==> src/assert_macros.svh <==
// Assertion macros shared by the sine block sources.
// Included by the modules that carry concurrent checks; no other dependencies.
`ifndef ASSERT_MACROS_SVH
`define ASSERT_MACROS_SVH

// The consequent must hold in the same cycle as the antecedent.
`define ASSERT_IMP(label, clk, rst, ante, cons) \
  label: assert property (@(posedge clk) disable iff (rst) (ante) |-> (cons)) \
    else $error("assertion failed");

// The consequent must hold in the cycle after the antecedent.
`define ASSERT_NXT(label, clk, rst, ante, cons) \
  label: assert property (@(posedge clk) disable iff (rst) (ante) |=> (cons)) \
    else $error("assertion failed");

`endif

==> src/dst_pkg.sv <==
// Package for the degree sine block: widths, constants and per-term tables.
// Used by dst_angle, dst_mul and degree_sine_taylor; depends on nothing.
package dst_pkg;

  localparam int ANG_W     = 16;
  localparam int TC_W      = 4;
  localparam int OUT_W     = 32;
  localparam int DEG_W     = 7;
  localparam int RED_W     = 17;
  localparam int DIV_W     = 9;
  localparam int OPD_W     = 32;
  localparam int PROD_W    = 64;
  localparam int IN_DATA_W = 24;

  localparam int MAX_TERMS = 10;
  localparam int FRAC_BITS = 30;

  localparam int ANG_MOD   = 360;
  localparam int DEG_HALF  = 180;
  localparam int DEG_QUART = 90;
  localparam int RED_OFS   = ANG_MOD * 92;
  localparam int RED_STEPS = 8;

  localparam longint unsigned PI_NUM = 64'd314159;
  localparam longint unsigned PI_DEN = 64'd18000000;

  localparam longint unsigned TWO_32 = 64'd1 << 32;

  localparam logic [DIV_W-1:0] TERM_DIV [0:15] = '{
    9'd1, 9'd6, 9'd20, 9'd42, 9'd72, 9'd110, 9'd156, 9'd210,
    9'd272, 9'd342, 9'd1, 9'd1, 9'd1, 9'd1, 9'd1, 9'd1
  };

  localparam logic [OPD_W-1:0] TERM_RECIP [0:15] = '{
    32'd0,
    32'(TWO_32 / 64'd6),
    32'(TWO_32 / 64'd20),
    32'(TWO_32 / 64'd42),
    32'(TWO_32 / 64'd72),
    32'(TWO_32 / 64'd110),
    32'(TWO_32 / 64'd156),
    32'(TWO_32 / 64'd210),
    32'(TWO_32 / 64'd272),
    32'(TWO_32 / 64'd342),
    32'd0, 32'd0, 32'd0, 32'd0, 32'd0, 32'd0
  };

  typedef struct packed {
    logic             done;
    logic             neg;
    logic [DEG_W-1:0] deg;
  } ang_res_t;

endpackage

==> src/degree_sine_taylor.sv <==
// A request is taken only in S_IDLE; the next one waits until the angle reduction, the Taylor
// terms after the first on the shared multiplier and the hand-over of the result to the output
// register are through. The term count N is clamped to 1..MAX_TERMS.
// The finished result waits in an output register while the next request is taken.
// Reset (rst, synchronous, active high) clears the sequencer and the output valid flag.
`include "assert_macros.svh"

module degree_sine_taylor #(
  parameter int MAX_TERMS = dst_pkg::MAX_TERMS,
  parameter int FRAC_BITS = dst_pkg::FRAC_BITS
) (
  input  logic                              clk,
  input  logic                              rst,
  input  logic                              s_axis_tvalid,
  output logic                              s_axis_tready,
  // [15:0] angle_degrees, [19:16] term_count, [23:20] zero
  input  logic [dst_pkg::IN_DATA_W-1:0]     s_axis_tdata,
  output logic                              m_axis_tvalid,
  input  logic                              m_axis_tready,
  // [31:0] sine_value
  output logic [dst_pkg::OUT_W-1:0]         m_axis_tdata
);

  localparam logic [3:0] S_IDLE = 4'd0;
  localparam logic [3:0] S_RED  = 4'd1;
  localparam logic [3:0] S_XLD  = 4'd2;
  localparam logic [3:0] S_SQ   = 4'd3;
  localparam logic [3:0] S_SQR  = 4'd4;
  localparam logic [3:0] S_M1   = 4'd5;
  localparam logic [3:0] S_M1R  = 4'd6;
  localparam logic [3:0] S_M2   = 4'd7;
  localparam logic [3:0] S_M3   = 4'd8;
  localparam logic [3:0] S_M3R  = 4'd9;
  localparam logic [3:0] S_DONE = 4'd10;

  localparam int F = FRAC_BITS;
  localparam logic [dst_pkg::PROD_W-1:0] HALF_ONE = 64'd1 << (F - 1);

  logic [3:0]                          state;
  logic                                req_acc;
  logic [dst_pkg::TC_W-1:0]            tc_in;
  logic [dst_pkg::TC_W-1:0]            terms;
  logic [dst_pkg::TC_W-1:0]            idx;
  dst_pkg::ang_res_t                   ang;
  logic [dst_pkg::OPD_W-1:0]           xtab [0:dst_pkg::DEG_QUART];
  logic [dst_pkg::OPD_W-1:0]           x;
  logic [dst_pkg::OPD_W-1:0]           x2;
  logic [dst_pkg::OPD_W-1:0]           t;
  logic [dst_pkg::OPD_W-1:0]           m;
  logic [dst_pkg::OPD_W-1:0]           q0;
  logic signed [dst_pkg::OUT_W-1:0]    sum;
  logic                                neg;
  logic                                mul_en;
  logic [dst_pkg::OPD_W-1:0]           mul_a;
  logic [dst_pkg::OPD_W-1:0]           mul_b;
  logic [dst_pkg::PROD_W-1:0]          prod;
  logic [dst_pkg::DIV_W-1:0]           k;
  logic [dst_pkg::OPD_W:0]             rem;
  logic [dst_pkg::OPD_W-1:0]           tnew;

  for (genvar g = 0; g <= dst_pkg::DEG_QUART; g++) begin : g_xtab
    localparam longint unsigned XNum = 64'(g) * dst_pkg::PI_NUM * (64'd1 << F) +
                                       dst_pkg::PI_DEN / 64'd2;
    localparam longint unsigned XVal = XNum / dst_pkg::PI_DEN;
    assign xtab[g] = 32'(XVal);
  end

  assign req_acc       = s_axis_tvalid && s_axis_tready;
  assign s_axis_tready = (state == S_IDLE);
  assign tc_in         = s_axis_tdata[19:16];
  assign k             = dst_pkg::TERM_DIV[idx];

  always_comb begin
    rem  = {1'b0, m} - prod[dst_pkg::OPD_W:0];
    tnew = (rem >= 33'(k)) ? (q0 + 32'd1) : q0;
  end

  always_comb begin
    mul_en = 1'b1;
    mul_a  = x;
    mul_b  = x;
    unique case (state)
      S_SQ: begin
        mul_a = x;
        mul_b = x;
      end
      S_M1: begin
        mul_a = t;
        mul_b = x2;
      end
      S_M2: begin
        mul_a = m;
        mul_b = dst_pkg::TERM_RECIP[idx];
      end
      S_M3: begin
        mul_a = prod[dst_pkg::PROD_W-1:dst_pkg::OPD_W];
        mul_b = 32'(k);
      end
      default: begin
        mul_en = 1'b0;
      end
    endcase
  end

  dst_angle u_angle (
    .clk   (clk),
    .rst   (rst),
    .start (req_acc),
    .angle (s_axis_tdata[dst_pkg::ANG_W-1:0]),
    .res   (ang)
  );

  dst_mul u_mul (
    .clk  (clk),
    .en   (mul_en),
    .a    (mul_a),
    .b    (mul_b),
    .prod (prod)
  );

  always_ff @(posedge clk) begin
    if (rst) begin
      state         <= S_IDLE;
      m_axis_tvalid <= 1'b0;
    end else begin
      if (m_axis_tvalid && m_axis_tready && (state != S_DONE)) begin
        m_axis_tvalid <= 1'b0;
      end
      unique case (state)
        S_IDLE: begin
          if (req_acc) begin
            if (tc_in == 4'd0) begin
              terms <= 4'd1;
            end else if (tc_in > 4'(MAX_TERMS)) begin
              terms <= 4'(MAX_TERMS);
            end else begin
              terms <= tc_in;
            end
            state <= S_RED;
          end
        end
        S_RED: begin
          if (ang.done) begin
            state <= S_XLD;
          end
        end
        S_XLD: begin
          x     <= xtab[ang.deg];
          t     <= xtab[ang.deg];
          sum   <= $signed(xtab[ang.deg]);
          neg   <= ang.neg;
          idx   <= 4'd1;
          state <= S_SQ;
        end
        S_SQ: begin
          state <= S_SQR;
        end
        S_SQR: begin
          x2    <= 32'((prod + HALF_ONE) >> F);
          state <= (terms == 4'd1) ? S_DONE : S_M1;
        end
        S_M1: begin
          state <= S_M1R;
        end
        S_M1R: begin
          m     <= 32'((prod + (64'(k) << (F - 1))) >> F);
          state <= S_M2;
        end
        S_M2: begin
          state <= S_M3;
        end
        S_M3: begin
          q0    <= prod[dst_pkg::PROD_W-1:dst_pkg::OPD_W];
          state <= S_M3R;
        end
        S_M3R: begin
          t <= tnew;
          if (idx[0]) begin
            sum <= sum - $signed(tnew);
          end else begin
            sum <= sum + $signed(tnew);
          end
          if (idx + 4'd1 == terms) begin
            state <= S_DONE;
          end else begin
            idx   <= idx + 4'd1;
            state <= S_M1;
          end
        end
        S_DONE: begin
          if (!m_axis_tvalid || m_axis_tready) begin
            m_axis_tvalid <= 1'b1;
            m_axis_tdata  <= neg ? 32'(-sum) : 32'(sum);
            state         <= S_IDLE;
          end
        end
        default: begin
          state <= S_IDLE;
        end
      endcase
    end
  end

  `ASSERT_NXT(a_start_red, clk, rst, req_acc, state == S_RED)
  `ASSERT_IMP(a_ang_done, clk, rst, ang.done, state == S_RED)
  `ASSERT_IMP(a_idx_range, clk, rst, state == S_M1, (idx < terms) && (idx != 4'd0))
  `ASSERT_IMP(a_rem_range, clk, rst, state == S_M3R, rem < 33'({k, 1'b0}))

endmodule

==> src/dst_angle.sv <==
// Angle reduction for the degree sine block: modulo 360 by compare and subtract,
// then the fold into 0..90 degrees with a sign. Depends on dst_pkg and assert_macros.svh.
`include "assert_macros.svh"

module dst_angle (
  input  logic                              clk,
  input  logic                              rst,
  input  logic                              start,
  input  logic signed [dst_pkg::ANG_W-1:0]  angle,
  output dst_pkg::ang_res_t                 res
);

  localparam logic [1:0] P_IDLE = 2'd0;
  localparam logic [1:0] P_RED  = 2'd1;
  localparam logic [1:0] P_FOLD = 2'd2;

  logic [1:0]                  phase;
  logic [2:0]                  step;
  logic [dst_pkg::RED_W-1:0]   u;
  logic [dst_pkg::RED_W-1:0]   sub;
  logic                        ge;
  logic [8:0]                  r9;
  logic [8:0]                  d1;
  logic [8:0]                  d2;
  logic                        neg1;

  always_comb begin
    sub  = dst_pkg::RED_W'(dst_pkg::ANG_MOD) << step;
    ge   = (u >= sub);
    r9   = u[8:0];
    neg1 = (r9 > 9'(dst_pkg::DEG_HALF));
    d1   = neg1 ? (9'(dst_pkg::ANG_MOD) - r9) : r9;
    d2   = (d1 > 9'(dst_pkg::DEG_QUART)) ? (9'(dst_pkg::DEG_HALF) - d1) : d1;
  end

  always_ff @(posedge clk) begin
    if (rst) begin
      phase    <= P_IDLE;
      res.done <= 1'b0;
    end else begin
      res.done <= 1'b0;
      unique case (phase)
        P_IDLE: begin
          if (start) begin
            u     <= {angle[dst_pkg::ANG_W-1], angle} + dst_pkg::RED_W'(dst_pkg::RED_OFS);
            step  <= 3'(dst_pkg::RED_STEPS - 1);
            phase <= P_RED;
          end
        end
        P_RED: begin
          if (ge) begin
            u <= u - sub;
          end
          if (step == 3'd0) begin
            phase <= P_FOLD;
          end else begin
            step <= step - 3'd1;
          end
        end
        P_FOLD: begin
          res.deg  <= d2[dst_pkg::DEG_W-1:0];
          res.neg  <= neg1;
          res.done <= 1'b1;
          phase    <= P_IDLE;
        end
        default: begin
          phase <= P_IDLE;
        end
      endcase
    end
  end

  `ASSERT_IMP(a_fold_range, clk, rst, res.done, res.deg <= 7'(dst_pkg::DEG_QUART))
  `ASSERT_IMP(a_red_bound, clk, rst, phase == P_FOLD, u < 17'(dst_pkg::ANG_MOD))

endmodule

==> src/dst_mul.sv <==
// Shared unsigned 32 x 32 multiplier of the degree sine block with a registered product.
// Depends on dst_pkg.
module dst_mul (
  input  logic                          clk,
  input  logic                          en,
  input  logic [dst_pkg::OPD_W-1:0]     a,
  input  logic [dst_pkg::OPD_W-1:0]     b,
  output logic [dst_pkg::PROD_W-1:0]    prod
);

  always_ff @(posedge clk) begin
    if (en) begin
      prod <= {{(dst_pkg::PROD_W-dst_pkg::OPD_W){1'b0}}, a} *
              {{(dst_pkg::PROD_W-dst_pkg::OPD_W){1'b0}}, b};
    end
  end

endmodule
==> config.mk <==
export PLATFORM = sky130hd
export DESIGN_NAME = degree_sine_taylor
export DESIGN_NICKNAME = d
export VERILOG_FILES = /design/src/dst_pkg.sv /design/src/degree_sine_taylor.sv /design/src/dst_angle.sv /design/src/dst_mul.sv
export VERILOG_INCLUDE_DIRS = /design/src /design/src/src
export SDC_FILE = /design/constraint.sdc
export NUM_CORES = 2
export LEC_CHECK = 0
export ABC_CLOCK_PERIOD_IN_PS = 8750
export BUFFER_PORTS_ARGS = -buffer_cell sky130_fd_sc_hd__buf_2
export CAP_MARGIN = 10
export CORE_MARGIN = 2
export CORE_UTILIZATION = 40
export DETAILED_ROUTE_END_ITERATION = 16
export GPL_ROUTABILITY_DRIVEN = 1
export PLACE_DENSITY = 0.59
export SETUP_SLACK_MARGIN = 0.3
export SYNTH_ARGS = -nofsm -noshare
export SYNTH_HDL_FRONTEND = slang
export SYNTH_HIERARCHICAL = 1
export SYNTH_SLANG_ARGS = --single-unit
export TNS_END_PERCENT = 5
==> constraint.sdc <==
create_clock -name clk -period 8.75 [get_ports clk]
set_input_delay 1.3125 -clock clk [delete_from_list [all_inputs] [get_ports clk]]
set_output_delay 1.3125 -clock clk [all_outputs]
set_load 0.05 [all_outputs]
Word level (Yosys, flattened, before mapping) --
Memories as Yosys holds them, arrays and structs flattened. Index checks and enable logic that the tools add are counted.
Word-level totals: ROM bits 4752, memories 3, bits in writable memories 0, latch bits 0, logic and storage cells 135, register bits 333
Operators by class: shift operators 1, bitwise gates (word level) 3, add/sub/neg operators 13, $mul 1, $lt $le $gt $ge 7, div/mod/pow operators 0, reductions and logical operators 26, equal/unequal tests 23, mux-type cells 38
Memories:
- (no name shown) | depth 128, bits a word 32, read ports 1, clocked after Yosys merged registers in 0, wr ports 0, RTL line degree_sine_taylor.sv:150 | sum <= $signed(xtab[ang.deg]);
- (no name shown) | depth 16, bits a word 32, read ports 1, clocked after Yosys merged registers in 0, wr ports 0, RTL line degree_sine_taylor.sv:93 | mul_b = dst_pkg::TERM_RECIP[idx];
- (no name shown) | depth 16, bits a word 9, read ports 1, clocked after Yosys merged registers in 0, wr ports 0, RTL line degree_sine_taylor.sv:71 | assign k = dst_pkg::TERM_DIV[idx];
Operators with widths (count):
- 32-bit 2-to-1 mux | 7
- 32-bit one-hot mux with 3 select lines | 2
- 32-bit one-hot mux with 2 select lines | 2
- 32-bit by 32-bit multiplier with 64-bit output | 1
- 62-bit by 30-bit adder with 62-bit output (second input constant) | 1
- 62-bit by 38-bit adder with 62-bit output | 1
- 4-bit one-hot mux with 11 select lines | 1
- 9-bit 2-to-1 mux | 4
- 17-bit 2-to-1 mux | 2
- 17-bit one-hot mux with 2 select lines | 1
- 33-bit by 9-bit greater-or-equal comparator with 1-bit output | 1
- 32-bit by 33-bit subtractor with 33-bit output | 1
- 32-bit by 1-bit adder with 32-bit output (second input constant) | 1
- 32-bit adder | 1
- 32-bit negation | 1
- 32-bit subtractor | 1
- 4-bit 2-to-1 mux | 7
- 17-bit by 16-bit adder with 17-bit output (second input constant) | 1
- 17-bit greater-or-equal comparator | 1
- 9-bit by 3-bit << shifter with 17-bit output (first input constant) | 1
- 17-bit subtractor | 1
- 4-bit by 3-bit == test with 1-bit output (second input constant) | 4
- 2-bit AND reduction | 7
- 4-bit == test (second input constant) | 3
- other kinds (38) | 59

Longest topological paths before layout --
depth after elaboration 9, gate-level depth with buffers 41

Hierarchy --
The synthesis kept the hierarchy.
Modules (own cells, without submodules):
- dst_mul | instances 1, area each 35589.1 µm², cells an instance 3816, seq. area each 1921.8 µm²
- degree_sine_taylor | instances 1, area each 20467.1 µm², cells an instance 2428, seq. area each 7066.8 µm²
- dst_angle | instances 1, area each 2636.3 µm², cells an instance 288, seq. area each 900.9 µm²

Worst setup path after synthesis --
OpenSTA, ideal clock, no wires.
path kind register to register, from reg m[0] (netlist bit), to reg sum[31] (netlist bit), data pin, arrival 8.259 ns, setup time 0.263 ns, data required time 8.487 ns, path buffers 3, setup slack 0.228 ns, clock period less this slack 8.522 ns, stages on the path, launching flop included 40, cell sequence edfxtp_1 inv_1 ha_1 fa_1 nand2b_1 a211o_1 nor2b_1 xnor2_1 ha_1 a21o_1 a21o_1 a22oi_1 o2111a_1 o211ai_1 or4_4 nor4_4 nand3_4 clkbuf_1 [... 4 more ...] a211o_1 nor4b_2 a31oi_1 xor2_1 ha_1 clkbuf_1 a21o_1 a21o_1 a21oi_1 o22ai_1 a2111oi_0 o31ai_1 o21bai_1 mux2i_1 a2111oi_0 xor2_1 nand2b_1 mux2i_1
On the way: longest elaborated chain between the ends 6, elaborated cells on any way between the ends 7, classes of those cells 3 x add/sub; 1 x order compare; 3 x mux
Ends and longest elaborated chain:
- start, declared | RTL line degree_sine_taylor.sv:49 | logic [dst_pkg::OPD_W-1:0] m;
- start signal, assigned | RTL line degree_sine_taylor.sv:166 | m <= 32'((prod + (64'(k) << (F - 1))) >> F);
- 32-bit by 33-bit subtractor with 33-bit output (*) | RTL line degree_sine_taylor.sv:74 | rem = {1'b0, m} - prod[dst_pkg::OPD_W:0];
- 33-bit by 9-bit greater-or-equal comparator with 1-bit output (*) | RTL line degree_sine_taylor.sv:75 | tnew = (rem >= 33'(k)) ? (q0 + 32'd1) : q0;
- 32-bit 2-to-1 mux (*) | RTL line degree_sine_taylor.sv:75
- 32-bit adder / 32-bit subtractor (equally long branches) | RTL line degree_sine_taylor.sv:181, degree_sine_taylor.sv:179
- 32-bit 2-to-1 mux (*) | RTL line degree_sine_taylor.sv:178 | if (idx[0]) begin
- 32-bit one-hot mux with 2 select lines (*) | RTL line degree_sine_taylor.sv:129 | unique case (state)
- end signal, assigned | RTL line degree_sine_taylor.sv:150
- end signal, assigned | RTL line degree_sine_taylor.sv:179 | sum <= sum - $signed(tnew);
- end signal, assigned | RTL line degree_sine_taylor.sv:181 | sum <= sum + $signed(tnew);
- end, declared | RTL line degree_sine_taylor.sv:51 | logic signed [dst_pkg::OUT_W-1:0] sum;
Mark *: on every way between the ends. The rest lies on a longest branch, timed or not. A chain may end at the register's enable or synchronous reset.

Worst setup path in the final report --
from reg idx[1] (netlist bit), to reg u_mul/prod[59] (netlist bit), data pin
On the way: longest elaborated chain between the ends 6, elaborated cells on any way between the ends 9, classes of those cells 1 x mul; 5 x mux; 1 x bitwise; 2 x memory
Ends and longest elaborated chain:
- start, declared | RTL line degree_sine_taylor.sv:43 | logic [dst_pkg::TC_W-1:0] idx;
- start signal, assigned | RTL line degree_sine_taylor.sv:186 | idx <= idx + 4'd1;
- 4-bit NOT with 5-bit output (not written as such) | RTL line degree_sine_taylor.sv:93
- memory 16 x 32 bit
- 32-bit 2-to-1 mux (not written as such) (2 in series) | RTL line degree_sine_taylor.sv:93
- 32-bit one-hot mux with 3 select lines | RTL line degree_sine_taylor.sv:82 | unique case (state)
- named net mul_b, one bit | RTL line degree_sine_taylor.sv:55 | logic [dst_pkg::OPD_W-1:0] mul_b;
- 32-bit by 32-bit multiplier with 64-bit output | RTL line dst_mul.sv:13 | prod <= {{(dst_pkg::PROD_W-dst_pkg::OPD_W){1'b0}}, a} *
- end signal, assigned | RTL line dst_mul.sv:13
- end, declared | RTL line dst_mul.sv:8 | output logic [dst_pkg::PROD_W-1:0] prod
The timed path passes the listed nets, and every way through them passes these cells. The select of a mux whose other input is x is not followed.

==> flow_summary.ini <==
[outcome]
status = finished, violations left
violations = negative setup slack

[yosys]
synth_top_cells_by_count = inv_1, fa_1, nand2_1
yosys_warnings = 6
synth_top_area_cell = fa_1
postSynthAreaPerCell_um2 = 8.985
yosysMostFrequentCell = inv_1
synth-edff-count = 324
synth_top_area_share_pct = 30.66
ys_seq_area_share_pct = 16.85
ys_ff_latch = 332
netlist_instances = 6532
synth_cell_type_count = 109
async_reset_ff_share_pct = 0
ys.flop_type = edfxtp_1
synth_area_leaders = fa_1, edfxtp_1, ha_1
synth_area_um2 = 58690
synth.net_count = 7849

[placement]
placed_cells = 8618
dpl.hpwl_um = 144700
dp_slack_ns = -0.2019
placed_cell_area_um2 = 64650
gp_congestion = 0.9413
port_buffers = 57

[layout]
seqCellArea_um2 = 9894
fin_cells = 8725
fill_cells = 14079
multiInputGateArea_um2 = 44520
fin_area_um2 = 67120
final_util_pct = 46.05
drive_above_1_share_pct = 12.76
area_growth_pct = 14.36
fin_nets = 8092

[cts]
clock_path_buffers = 3
clock_latency_ns = 0.58
ctsHtreeMaxLevel = 2
cts_tree = built
cts_sinks = 332
cts_buffers = 38
cts_root_buffer = clkbuf_16
path_clk_slew_ns = 0.06

[grt]
grt_pass1_wl_um = 280100
grt_use_total_pct = 23.81
grt_overflow_total = 0
grt_pass1_vias = 48313
antenna_found_initial = 6
grt_max_degree = 83

[floorplan]
rows = 140
start_util_pct = 40.27
fp.dieH_um = 387.1
die-area_um2 = 149800
fp.dieW_um = 387.1
ioPinCount = 62
core_area_um2 = 145700

[setup_path]
path_class = reg -> reg
rrSetupSlack_ns = -0.04
critPathLaunchType = flip-flop
cpLargestDelayFamily = adder cells
worstPathMaxFanout = 8
crit_cells = 33
timing.rr.start = idx[1]
r2r-end = u_mul/prod[59]
end_kind = flip-flop
cp_num_buf_inv = 11
cpPeakStageDelay_ns = 0.61
arrival_ns = 9.10
worstPathRequired_ns = 9.06
cp_slowest_cell = fa_1
ff2ff_path_depth = 33

[hold_path]
whs_path_depth = 0
hp-class = reg -> reg
min_to = neg
worst_hold_startpoint = u_angle/res[7]

[job]
cap_violations = 0

[timing]
tightestPinTransition_ns = 1.222
finalCritPeriodShare_pct = 100.5
timing.fmax_mhz = 113.8
fin_skew_ns = 0.03089
fin_crit_ns = 8.791
finalMaxSlewViolations = 0
slew_headroom_pct = 17.69
worst_slack_ns = -0.04092
rsz0062_at_grt = yes
finalSetupViolations = 2
hold_violations = 0

[routing]
drcViolationCount = 0
wirelength_um = 179300
via_per_inst = 5.454
antenna_left = 0
avgRoutedWirePerCell_um = 20.55
vias = 47584
dr.pass1.iters = 6
drt_iter0_markers = 3849
[cell type report]
cell class	instances	share of cell area, %
antenna	6	0.02237
clock buffer	45	1.456
clock inverter	22	0.3710
inverter	974	5.453
multi-input combinational	4835	66.33
sequential	332	14.74
tap	1917	3.574
timing repair buffer	594	8.055
[sequential cells by signal, indices dropped and copies added (netlist names), 2 cells and up]
signal / flops
x: 31
state: 4
u_angle/phase: 2
x2: 32
terms: 4
m_axis_tdata: 32
u_angle/u: 17
u_angle/res: 9
q0: 32
idx: 4
sum: 32
m: 32
t: 32
u_mul/prod: 64
u_angle/step: 3
[how the worst max path moves through the flow]
stage	startpoint	to
final	idx[1]	u_mul/prod[59]
after global routing	m[0]	sum[31]
after CTS	idx[1]	u_mul/prod[59]
after detailed placement	state[0]	u_mul/prod[59]
after global placement	state[0]	u_mul/prod[62]
after floorplan	m[0]	sum[31]
[layout by cell type, fill, tap and decap left out, types with 42 or more instances in the layout]
cell and instances:
a21o_1 71, a21oi_1 246, and2_1 632, and3_1 44, buf_12 75, buf_2 57, buf_4 446, clkbuf_16 42
edfxtp_1 324, fa_1 890, ha_1 369, inv_1 967, mux2i_1 52, nand2_1 780, nand3_1 84, nand4_1 55
nor2_1 267, nor3_1 71, o211ai_1 63, o21ai_0 236, xnor2_1 169, xor2_1 109
[what timing repair did]
item / in CTS / in global routing
gates cloned: 2 / 3
hold buffers: 0 / 0
setup endpoints to repair: 34 / 47
resized for setup: 56 / 119
buffers inserted: 15 / 14
pin swaps: 24 / 61
[metrics by stage]
stage / setup TNS, ns / hold slack, ns
6_report: -0.05635 / 0.4439
5_1_grt: -1.514 / 0.4440
3_3_place_gp: -0.9522 / 0.4087
4_1_cts: 0 / 0.4447
2_1_floorplan: 0 / 0.4003
3_5_place_dp: -1.385 / 0.4298
[logic make-up after synthesis]
| group | Yosys count | synth area share (%) |
|---|---|---|
| buf+inv | 1365 | 8.851 |
| simple gates | 2144 | 18.24 |
| xor+xnor | 282 | 4.234 |
| flops | 332 | 16.85 |
| compound gates | 1062 | 11.79 |
| fa+ha+maj | 1290 | 38.99 |
| mux | 57 | 1.038 |
[routing by layer]
metal	part of all wire [%]	GRT usage [%]	up-vias
met3	6.0	2.383	241
met1	44	33.81	24207
met2	47	38.94	1435
met4	2.9	6.143	2
met5	0.0073	0	-
li1	-	-	21699
[worst reg2reg max path: cells and delay by family (launching register included)]
kind / cells / cell delay (ns)
adder cells (fa/ha/maj): 9 / 3.84
buffers and inverters: 11 / 1.57
flip-flops: 1 / 0.42
AND/OR/NAND/NOR: 6 / 1.31
AO/OA/AOI/OAI: 7 / 1.37
Power is left out: the tool's default activity adds up to more than one toggle a clock period on the data nets, which glitch-free logic cannot reach.
